## src/design/lpc_pkg.sv

```systemverilog
// Shared types, codes and defaults for the LRU prefetch tag cache.
package lpc_pkg;

    localparam int CAPACITY_DEF = 256;
    localparam int ID_BITS_DEF  = 16;

    // request codes
    localparam logic [1:0] REQ_PREFETCH   = 2'd0;
    localparam logic [1:0] REQ_LOOKUP     = 2'd1;
    localparam logic [1:0] REQ_INVALIDATE = 2'd2;
    localparam logic [1:0] REQ_CLEAR      = 2'd3;

    // configuration register indexes
    localparam logic CFG_LIMIT = 1'b0;
    localparam logic CFG_STATS = 1'b1;

    localparam logic [8:0] LIMIT_RESET = 9'd256;

    typedef struct packed {
        logic [1:0]  req_type;
        logic [15:0] target_id;
        logic [15:0] message_kind;
    } t_req;

    typedef struct packed {
        logic        was_hit;
        logic        did_evict;
        logic        evict_unused;
        logic [8:0]  removed_count;
        logic [8:0]  occupancy;
        logic [31:0] hit_total;
        logic [31:0] miss_total;
        logic [31:0] wasted_total;
        logic [31:0] prefetch_total;
    } t_res;

    // counter events, at most one of each per cycle
    typedef struct packed {
        logic hit;
        logic miss;
        logic waste;
        logic pref;
        logic clear;
    } t_stat_ev;

    typedef struct packed {
        logic [31:0] hit_total;
        logic [31:0] miss_total;
        logic [31:0] wasted_total;
        logic [31:0] prefetch_total;
    } t_totals;

endpackage

```

## src/design/lpc_stats.sv

```systemverilog
// Wrapping statistics counters of the prefetch tag cache.
module lpc_stats (
    input  logic              i_clk,
    input  logic              i_rst_n,
    input  lpc_pkg::t_stat_ev i_ev,
    output lpc_pkg::t_totals  o_tot
);

    logic [31:0] r_hit;
    logic [31:0] r_miss;
    logic [31:0] r_waste;
    logic [31:0] r_pref;

    // count events, zero on clear
    always_ff @(posedge i_clk) begin
        if (!i_rst_n || i_ev.clear) begin
            r_hit   <= '0;
            r_miss  <= '0;
            r_waste <= '0;
            r_pref  <= '0;
        end else begin
            if (i_ev.hit)   r_hit   <= r_hit + 32'd1;
            if (i_ev.miss)  r_miss  <= r_miss + 32'd1;
            if (i_ev.waste) r_waste <= r_waste + 32'd1;
            if (i_ev.pref)  r_pref  <= r_pref + 32'd1;
        end
    end

    assign o_tot.hit_total      = r_hit;
    assign o_tot.miss_total     = r_miss;
    assign o_tot.wasted_total   = r_waste;
    assign o_tot.prefetch_total = r_pref;

endmodule

```

## config.mk

```make
export PLATFORM = sky130hd
export DESIGN_NAME = lpc_stats
export DESIGN_NICKNAME = d
export VERILOG_FILES = /design/src/design/lpc_pkg.sv /design/src/design/lpc_stats.sv
export SDC_FILE = /design/constraint.sdc
export NUM_CORES = 1
export LEC_CHECK = 0
export BUFFER_PORTS_ARGS = -buffer_cell sky130_fd_sc_hd__buf_4
export CORE_MARGIN = 2
export CORE_UTILIZATION = 50
export DETAILED_ROUTE_END_ITERATION = 10
export PLACE_DENSITY = 0.71
export SLEW_MARGIN = 5
export SYNTH_ARGS = -nofsm -noshare
export SYNTH_HDL_FRONTEND = slang
export SYNTH_SLANG_ARGS = --single-unit
export TNS_END_PERCENT = 10
```

## constraint.sdc

```tcl
create_clock -name i_clk -period 5.5 [get_ports i_clk]
set_clock_uncertainty 0.1 [all_clocks]
set_input_delay 0.275 -clock i_clk [delete_from_list [all_inputs] [get_ports i_clk]]
set_output_delay 0.275 -clock i_clk [all_outputs]
set_load 0.02 [all_outputs]
```

-- After elaboration in Yosys (flattened, before gate mapping)
Index checks and enable logic that the tools add are counted.
- register bits: 128
- $add $sub $neg: 4
- reduce and logical (&&, ||, !) cells: 2
- operator list (cell ; count):
    $add A32 B1 Y32 const B ; 4
    $logic_not A1 Y1 ; 1
    $logic_or A1 B1 Y1 ; 1

-- Longest topological paths before layout
Gate-level depths: netlist of the first run.
- depth in word-level cells: 2
- mapped depth: 7

-- Worst setup path after synthesis of the first run
No wires, ideal clock.
- path kind: reg-to-reg
- start: register r_hit[8]
- end: register r_hit[29]
- arrival: 2.045 ns
- setup slack: 3.285 ns
- stages on the path, launching flop included: 6
- path buffers: 1
- cells stage by stage: dfxtp_1 nand4_2 or4_4 buf_6 or4_1 a21oi_1
- longest elaborated chain between the ends: 1
- RTL lines (what ; line ; source):
    from (decl) ; lpc_stats.sv:9 ; logic [31:0] r_hit;
    from (signal assigned) ; lpc_stats.sv:22 ; if (i_ev.hit) r_hit <= r_hit + 32'd1;
    $add A32 B1 Y32 ; lpc_stats.sv:22 ;
No other way between the ends.
A chain may end at the register's enable or synchronous reset.

-- Worst setup path after layout of the first run
- start: register r_miss[4]
- end: register r_miss[21]
- longest elaborated chain between the ends: 1
- RTL lines (what ; line ; source):
    from (decl) ; lpc_stats.sv:10 ; logic [31:0] r_miss;
    from (signal assigned) ; lpc_stats.sv:23 ; if (i_ev.miss) r_miss <= r_miss + 32'd1;
    $add A32 B1 Y32 ; lpc_stats.sv:23 ;
No other way between the ends.

==> results of run 1 <==
-- final cells by class --
class / count / share of cell area, %
Inverter: 14 / 0.673
Multi-Input combinational cell: 533 / 42.7
Timing Repair Buffer: 135 / 13.0
Sequential cell: 128 / 32.8
Clock inverter: 11 / 2.34
Tap cell: 147 / 2.36
Clock buffer: 21 / 6.15
-- power by group through the flow --
stage	Sequential (mW)	Clock [mW]	Combinational, mW
finish	0.933	1.26	0.0399
global route	0.932	1.31	0.0440
CTS	0.933	1.26	0.0405
detailed placement	0.952	0	0.0403
global placement	0.952	0	0.0388
floorplan	0.954	0	0.0261
-- state kept, by name, indices dropped and copies added, names as in the netlist --
name     cells
r_waste     32
r_miss      32
r_hit       32
r_pref      32
-- per-layer routing --
layer  global-route usage, %  wire [um]
met1                    31.4       7200
met2                    41.1       7980
met3                    6.06        881
met4                    8.84        138
met5                       0          0
-- worst max-delay path, cell delays in order (launching register included) --
cell and delay, ns:
dfxtp_1 0.44, nand4_2 0.28, or3_1 0.71, or4_1 0.60, a21oi_1 0.17
-- through the flow --
step	hold slack (ns)	instance area (um2)	power [mW]	utilization, %
after CTS	0.0428	7810	2.24	65.0
after global placement	0.361	7150	0.991	59.5
final	0.0574	7810	2.23	65.0
after detailed placement	0.372	7150	0.993	59.5
after global routing	0.0509	7810	2.29	65.0
after floorplan	0.430	6140	0.981	-
-- final timing paths --
kind	startpoint	endpoint	depth (start not counted)
setup / recovery	r_miss[4]$_SDFFE_PP0P_	r_miss[21]$_SDFFE_PP0P_	4
hold / removal	i_ev[2]	r_waste[0]$_SDFFE_PP0P_	3
setup reg to reg	r_miss[4]$_SDFFE_PP0P_	r_miss[21]$_SDFFE_PP0P_	4
hold reg to reg	r_pref[31]$_SDFFE_PP0P_	r_pref[31]$_SDFFE_PP0P_	2
-- cell families (layout without fill, tap and decap cells) --
family                   count (synthesis)  count (layout)  share of synthesized area, %
AO/OA/AOI/OAI                          136             136                          13.9
XOR/XNOR                                49              49                          6.99
adder cells (fa/ha/maj)                  4               4                         0.815
buffers and inverters                   55             181                          4.18
flip-flops                             128             128                          41.7
multiplexers                            10              10                          1.65
AND/OR/NAND/NOR                        334             334                          30.8
-- cells in the final DEF (no fill, tap or decap), types with 5 or more instances in the layout --
master	n
xnor2_1	26
nor4_1	14
and4_1	19
o311ai_0	6
dfxtp_1	128
inv_1	14
xor2_1	23
and2_1	6
and3_1	5
nand4_1	38
nand2b_1	10
mux2i_1	9
clkbuf_16	17
nor2_1	59
nor3_1	14
nand2_1	53
nand3_1	42
o31ai_1	43
bufinv_16	5
or3_1	17
clkinv_2	5
a21oi_1	59
buf_4	135
o41ai_1	5
o21ai_0	15
or4_1	46
==> results.md, run 1 <==
- Area of the die: 13200 um2
- # diodes: 0
- Sw Ratio: 19.7%
- Routed len/inst: 16.4 um
- Setup crit start kind: register
- Setup WS post-layout: 3.11 ns
- Area of the multi-input gates: 3330 um2
- Iter 0 DRT Violations: 539
- CTS Buffer Depth: 2
- CP required: roughly 5.7 ns
- CTS tree: built
- Nets: 840
- Critical path endpoint category: register
- Reg2Reg Setup Slack: 3.11 ns
- Post-CTS Resized: 0
- RSZ-0062 raised after global routing: no
- FF+latch area: between 2000 and 3000 um2
- Hold-fix buffers, CTS: 0
- Relative slew margins: 27.5%
- Max Slew Vio Count: 0
- Setup TNS: 0 ns
- Vias: around 6000
- Mapped Area: roughly 6100 um2
- NetSw: between 400 and 500 uW
- Register area share after synthesis: 41.7%
- Top cells by instance count after synthesis: 128 x dfxtp_1, 59 x a21oi_1, 59 x nor2_1
- Top-count cell post-synth: dfxtp_1
- DIE HEIGHT: 115 um
- Share of power burned in registers: 41.8%
- Number of synthesis warnings: 0
- Clock-pin slew on the worst setup and hold paths: 0.06 ns
- Final hold vios: 0
- Synth cell types: 39
- Tcrit/Tclk final: 43.5%
- Cells after DPL: 957
- EDFF count, synth: 0
- Vias in the first global route: 5447
- Pre-CTS setup slack: between 3 and 4 ns
- Total GRT Usage: 24.7%
- Worst IR Drop VDD: 0.182 mV
- Initial Util: about half
- Setup bufs post-CTS: 0
- Dominant synthesized flop cell: dfxtp_1
- Port buffer count: 134
- Top cell type by total area after synthesis: dfxtp_1
- Initial antenna violation count: 0
- CTS root buf: clkbuf_16
- Post-Synthesis Cells: 716
- Fmax: 418 MHz
- Syn Nets: between 700 and 800
- Drc violations: 0
- Core area: 12000 um2
- Post-DP HPWL: 10700 um
- Post-route ant nets: 0
- Critical path class: register to register
- Clock power share: between 50% and 60%
- Synth Register Bits: 128
- Num Clock Sinks: 128
- Area delta synth->final: 27.1%
- Int Pwr: roughly 1.8 mW
- Post-Layout Cell Count: ~1000
- Area contributors post-synth: dfxtp_1 42%, or4_1 5.6%, o31ai_1 5.3%
- Post-layout min period: 2.39 ns
- CP Max Fanout: 22
- Count of final setup violators: 0
- Slew @ Worst Pin: approximately 1.1 ns
- Via density: roughly 6.1
- Gr ovfl total: 0
- Share of layout cells above drive strength 1: 21.3%
- Horiz. Die Dim: 115 um
- Worst-Skew Late Latency: 0.42 ns
- Row count: 40
- Largest net degree at the start of global routing: 67
- Comb pwr share: 1.8%
- Power Dens Cells: 285 nW/um2
- Critical Path AT: ~2.6 ns
- Total wire length: roughly 16000 um
- Worst min-delay path category: input pin to register
- Mapped Avg Cell Area: between 8 and 9 um2
- Drt first pass iters: 5
- TritonCTS Buffers: 17
- Max Cap Viol: 0
- GPL Wtd Cong: 0.836
- IO Count: 135
- Fill count: 1015
- Async SR Flop Fraction: 0%
- P_leak: 2.76 nW
- Top cell type's share of synthesized area: 41.7%
- Htree depth: 4
- First-pass GRT wire length: 26600 um
- Status: complete, no violations
Note: power is estimated with default switching activity, not from simulation.
==> inputs of run 2 (changes only) <==
- CORE_UTILIZATION: 50 -> 49
- PLACE_DENSITY: 0.71 -> 0.73
- clock period: 5.5 -> 2.1 ns (I/O delays scaled with it)
==> run 2 against run 1 <==
Maximum frequency up 15%. Setup slack worse by 3.1 ns. Final cell count grew 8.6%. Register-to-register slack got worse by 3.1 ns. Wire length rose by 2.1%. Core utilization rose by 3.5 points. Count of clock-buffer cells in the layout up 5. Combinational power rose to 3.1 times the previous value. Critical path depth did not move. Clock power is 110% higher. Global-route usage is 0.12 points lower. Critical path type unchanged. Critical endpoint is now r_hit[31]$_SDFFE_PP0P_.
==> results.md, run 2 (same netlist as run 1, synthesis figures left out) <==
- Status: complete, no violations
- Total GRT Usage: 24.6%
- Crit-path cells: nand4_2 -> or4_4 -> or4_1 -> a21oi_1
- PnR Total Power: 5.26 mW
- Area of the die: roughly 13000 um2
- Fill count: 984
- Iter 0 DRT Violations: approximately 410
- Critical path class: register to register
- TritonCTS Buffers: 17
- R2R Path Start: r_hit[10]$_SDFFE_PP0P_
- Share of layout cells above drive strength 1: between 20 and 30%
- Htree depth: 4
- Count of final setup violators: 0
- Post-route ant nets: 0
- Port buffer count: roughly 130
- Worst min-delay path category: input pin to register
- R2r endpoint: r_hit[31]$_SDFFE_PP0P_
- RSZ-0062 raised after global routing: yes
- WP depth: 4
- Worst IR Drop VDD: 0.451 mV
- Row count: 40
- Critical Path AT: between 2 and 2.5 ns
- Reg2Reg Depth: 4
- Total wire length: 16500 um
- DIE HEIGHT: between 100 and 150 um
- Tcrit/Tclk final: a little over nine tenths
- Vias in the first global route: between 5000 and 6000
- Critical path endpoint category: register
- CP required: 2.34 ns
- Slowest CP cell: or4_4
- Area delta synth->final: 35.1%
- Commonest non-fill, non-tap cell in the layout: buf_4
- Crit path max-delay family: simple AND/OR/NAND/NOR gates
- Initial Util: 50.7%
- Clock-pin slew on the worst setup and hold paths: 0.06 ns
- Routed len/inst: 15.4 um
- Slew @ Worst Pin: 0.629 ns
- Worst Setup SP: r_hit[10]$_SDFFE_PP0P_
- Post-DP HPWL: 11500 um
- Setup bufs post-CTS: 0
- GPL Wtd Cong: 0.865
- Reg2Reg Setup Slack: between 0.02 and 0.03 ns
- Power Dens Cells: 634 nW/um2
- Worst-Skew Late Latency: 0.41 ns
- Core area: approximately 12000 um2
- Hold slack: 0.146 ns
- Max Cap Viol: 0
- Slowest stage delay, CP: 0.69 ns
- Drt first pass iters: 5
- IO Count: 135
- CTS root buf: clkbuf_16
- First-pass GRT wire length: roughly 27000 um
- CP Max Fanout: 24
- Horiz. Die Dim: 116 um
- Final hold vios: 0
- Initial antenna violation count: 0
- Vias: 6292
- Num Clock Sinks: between 100 and 150
- # diodes: 0
- Relative slew margins: 58.1%
- Worst path bufs/invs: 0
- Nets: between 900 and 1000
- Most frequent cells in the layout: 195 x buf_4, 109 x dfxtp_1, 59 x nor2_1, 58 x a21oi_1, 52 x nand2_1
- Largest net degree at the start of global routing: 54
- Via density: around 5.9
- Gr ovfl total: 0
- CTS tree: built
- Max Slew Vio Count: 0
- CTS Buffer Depth: 2
- Fmax: 482 MHz
- Worst setup path end: r_hit[31]$_SDFFE_PP0P_
- Post-layout min period: between 2 and 2.5 ns
- P_leak: ~3.1 nW
- Drc violations: 0
- Setup crit start kind: register
- Final Util: 68.5%
[run 2: cell types whose count changed in the layout (fill, tap and decap cells not counted), sizes merged]
cell / delta
dlygate4sd3: +4
bufinv: -5
clkinv: -1
clkbuf: +5
buf: +61
[run 2: worst min path at each step]
stage / start / endpoint / slack [ns] / cells past startpoint
detailed placement: i_ev[3] / r_miss[0]$_SDFFE_PP0P_ / 0.31 / 3
global route: i_ev[0] / r_waste[31]$_SDFFE_PP0P_ / 0.16 / 5
global placement: i_ev[1] / r_pref[0]$_SDFFE_PP0P_ / 0.30 / 3
floorplan: i_ev[0] / r_waste[29]$_SDFFE_PP0P_ / 0.26 / 3
CTS: i_ev[0] / r_pref[30]$_SDFFE_PP0P_ / 0.13 / 5
finish: i_ev[0] / r_waste[28]$_SDFFE_PP0P_ / 0.15 / 5
[run 2: metrics by stage]
step	worst slack, ns	cells	instance area (um2)	setup TNS (ns)
3_3_place_gp	0.0700	1039	7670	0
3_5_place_dp	-0.0303	1039	7670	-0.0651
5_1_grt	-0.0380	1074	8300	-0.0544
6_report	0.0273	1074	8300	0
4_1_cts	0.0330	1074	8260	0
2_1_floorplan	-0.0182	716	6170	-0.145
[run 2: tightest hold or removal path, delay by kind of cell]
family,cells,cell delay (ns)
buffers and inverters,2,0.31
and+or+nand+nor,2,0.13
muxes,1,0.05
[run 2: area by class of cell]
cell class                 count  area [um2]  area share (%)
clock buffer                  26         519            6.26
clock inverter                 5        27.5           0.332
inverter                      14        52.6           0.633
multi-input combinational    533        3380            40.7
sequential                   128        2590            31.2
tap                          168         210            2.53
timing repair buffer         200        1520            18.4
[run 2: metal layers]
metal / GRT usage [%] / share of wire (%) / up-vias
met5: 0 / 0 / -
li1: - / - / 3064
met1: 30.9 / 43 / 3006
met2: 41.2 / 49 / 193
met3: 6.07 / 5.8 / 29
met4: 9.05 / 1.9 / 0
[run 2: what timing repair did]
item | 4_1_cts | 5_1_grt
pin swaps | 0 | 5
endpoints found under the hold margin | 12 | 0
gates resized for setup | 1 | 13
hold buffers | 4 | 0
setup endpoints to repair | 7 | 30
[run 2: report_power, final]
group / total, mW / internal [mW] / switching [mW]
Clock: 2.70 / 1.68 / 1.02
Combinational: 0.123 / 0.0458 / 0.0773
Sequential: 2.44 / 2.43 / 0.00669
Total: 5.26 / 4.16 / 1.10
==> inputs of run 3 (changes only) <==
- ABC_AREA: default -> 1
- CORE_UTILIZATION: 49 -> 50
==> run 3 against run 2 <==
Power is 5.1% higher. Wire length is 8.7% higher. Count of clock-buffer cells in the layout is 7 lower. Critical endpoint is now r_miss[0]$_SDFFE_PP0P_. Flip-flop and latch count stayed put. Final cell count is 30% higher. Critical path type is now input pin to register.
==> results.md, run 3 <==
- Status: complete, no violations
- Port buffer count: 134
- R2R Path Start: r_pref[1]$_SDFFE_PP0P_
- Top-count cell post-synth: nand2_1
- Max Cap Viol: 0
- Share of layout cells above drive strength 1: between 20% and 30%
- Area delta synth->final: 26.8%
- Critical path class: input pin to register
- Clock power share: between 50% and 60%
- Worst-Skew Late Latency: 0.41 ns
- NetSw: approximately 1.2 mW
- Initial antenna violation count: 0
- Met3 WL post-DR: 1120 um
- Nets: 1217
- Hold slack: 0.0512 ns
- Area of the die: 14900 um2
- Worst min-delay path category: input pin to register
- Area of the multi-input gates: 3910 um2
- Drc violations: 0
- Worst Setup SP: i_ev[0]
- # diodes: 0
- Total wire length: 18000 um
- Row count: 43
- GPL Wtd Cong: 0.905
- Power Dens Cells: between 600 and 700 nW/um2
- First-pass GRT wire length: 29300 um
- Crit-path cells: dlygate4sd3_1 -> buf_4 -> nor2_4 -> o21ai_0 -> a21oi_1 -> dlygate4sd3_1
- Iter 0 DRT Violations: 508
- Number of synthesis warnings: 0
- Slowest stage delay, CP: 0.56 ns
- Setup WS post-layout: around 0.25 ns
- Initial Util: roughly half
- Comb pwr share: approximately 2.7%
- Share of power burned in registers: 44.1%
- FF+latch area: 2560 um2
- Met2 WL: about 8000 um
- Final Util: 64.3%
- CTS Buffer Depth: 2
- Tcrit/Tclk final: 88.2%
- Post-route cell area: 8820 um2
- Num Clock Sinks: 128
- Dominant synthesized flop cell: dfxtp_1
- CTS tree: built
- Post-layout min period: 1.85 ns
- Min-Delay Path Depth: 5
- Relative slew margins: 65.1%
- Worst setup path end: r_miss[0]$_SDFFE_PP0P_
- Pre-CTS setup slack: 0.483 ns
- Largest net degree at the start of global routing: 38
- Fill count: 1314
- Most common cell on crit path: dlygate4sd3_1
- Post-route ant nets: 0
- Int Pwr: 4.36 mW
- Top cell type by total area after synthesis: dfxtp_1
- IO Count: 135
- Setup TNS: 0 ns
- Commonest non-fill, non-tap cell in the layout: nand2_1
- CTS root buf: clkbuf_16
- Vias: 7114
- Worst IR Drop VDD: approximately 0.62 mV
- DR top layer: met4
- TritonCTS Buffers: 17
- Post-DP HPWL: 13300 um
- Register area share after synthesis: about 37%
- Clock-pin slew on the worst setup and hold paths: around 0.06 ns
- Synth cell types: 33
- Drt first pass iters: 8
- Fmax: about 540 MHz
- Sw Ratio: 21.1%
- Dpl cell area: 8180 um2
- CP Max Fanout: 14
- Setup bufs post-CTS: 0
- Most frequent cells in the layout: 257 x nand2_1, 210 x nor2_1, 135 x buf_4, 128 x dfxtp_1, 100 x inv_1
- EDFF count, synth: 0
- CP required: 2.35 ns
- WL met1: 8440 um
- Critical path endpoint category: register
- Reg2Reg Setup Slack: about 0.48 ns
- Slowest CP cell: dlygate4sd3_1
- Post-Synthesis Cells: about 1100
- Core area: 13700 um2
- Syn Nets: 1071
- Mapped Avg Cell Area: 6.56 um2
- Routed len/inst: 12.9 um
- Top cells by instance count after synthesis: 257 x nand2_1, 210 x nor2_1, 128 x dfxtp_1
- P_leak: 3.39 nW
- Critical Path AT: 2.10 ns
- Slew @ Worst Pin: 0.523 ns
- Mapped Area: roughly 7000 um2
- Top cell type's share of synthesized area: 36.8%
- Vias in the first global route: 6278
- Htree depth: 4
- Setup crit start kind: input pin
- Synth Register Bits: 128
- DIE HEIGHT: 122 um
- Gr ovfl total: 0
- R2r endpoint: r_pref[8]$_SDFFE_PP0P_
- Final hold vios: 0
- Async SR Flop Fraction: 0%
- Area contributors post-synth: dfxtp_1 37%, nand2_1 14%, nor2_1 11%
- Horiz. Die Dim: 122 um
- Post-CTS Resized: 0
- RSZ-0062 raised after global routing: no
- Reg2Reg Depth: 8
- Total GRT Usage: around 24%
- Max Slew Vio Count: 0
- Count of final setup violators: 0
- Via density: approximately 5.1
run 3: changes by cell type after synthesis, sizes merged, moves of 21 or more:
| cell | previous run | this run |
|---|---|---|
| o31ai | 43 | 0 |
| inv | 14 | 107 |
| nand4 | 41 | 14 |
| and4 | 21 | 0 |
| nand2 | 53 | 267 |
| clkbuf | 31 | 5 |
| nor2 | 59 | 269 |
| nand3 | 42 | 106 |
| or4 | 48 | 0 |
run 3: per-stage QoR:
step / total power [mW] / instances
3_5_place_dp: 2.64 / 1361
4_1_cts: 5.58 / 1398
3_3_place_gp: 2.63 / 1361
2_1_floorplan: 2.58 / 1060
5_1_grt: 5.71 / 1398
6_report: 5.53 / 1398
run 3: cell families after synthesis:
family	count (synthesis)	share of synthesized area [%]
flops	128	36.8
simple gates	697	46.5
compound gates	86	6.33
fa+ha+maj	4	0.719
xor+xnor	21	2.64
buf+inv	124	7.01
run 3: critical path: cells and delay by family:
| kind | cells | cell delay [ns] |
|---|---|---|
| simple gates | 1 | 0.42 |
| compound gates | 2 | 0.32 |
| buf+inv | 3 | 1.24 |
run 3: how the worst min path moves through the flow:
stage                              end  slack [ns]    start
2_1_floorplan   r_pref[0]$_SDFFE_PP0P_        0.24  i_ev[1]
3_3_place_gp   r_waste[0]$_SDFFE_PP0P_        0.28  i_ev[2]
3_5_place_dp   r_waste[0]$_SDFFE_PP0P_        0.28  i_ev[2]
4_1_cts         r_hit[19]$_SDFFE_PP0P_        0.04  i_rst_n
5_1_grt         r_hit[23]$_SDFFE_PP0P_        0.07  i_rst_n
6_report        r_hit[19]$_SDFFE_PP0P_        0.05  i_rst_n
run 3: layout make-up:
type	count	area share (%)
clock buffers	19	5.02
clock inverters	12	1.62
inverters	107	4.58
multi-input cells	808	44.3
flip-flops and latches	128	29.0
well taps	180	2.55
repair buffers	144	12.8
run 3: repair_timing:
action,4_1_cts,5_1_grt
endpoints found under the hold margin,23,0
endpoints found under the setup margin,0,0
hold buffers,6,0
run 3: layer usage:
layer	up-vias	GRT usage, %
met3	19	5.57
met2	219	38.9
met1	3211	33.1
met5	-	0
met4	0	7.33
li1	3665	-
run 3: power groups by stage:
stage | clock [mW] | combinational (mW) | sequential (mW)
6_report | 2.94 | 0.150 | 2.44
5_1_grt | 3.11 | 0.166 | 2.44
4_1_cts | 2.99 | 0.151 | 2.44
3_5_place_dp | 0 | 0.142 | 2.49
3_3_place_gp | 0 | 0.141 | 2.49
2_1_floorplan | 0 | 0.0849 | 2.50
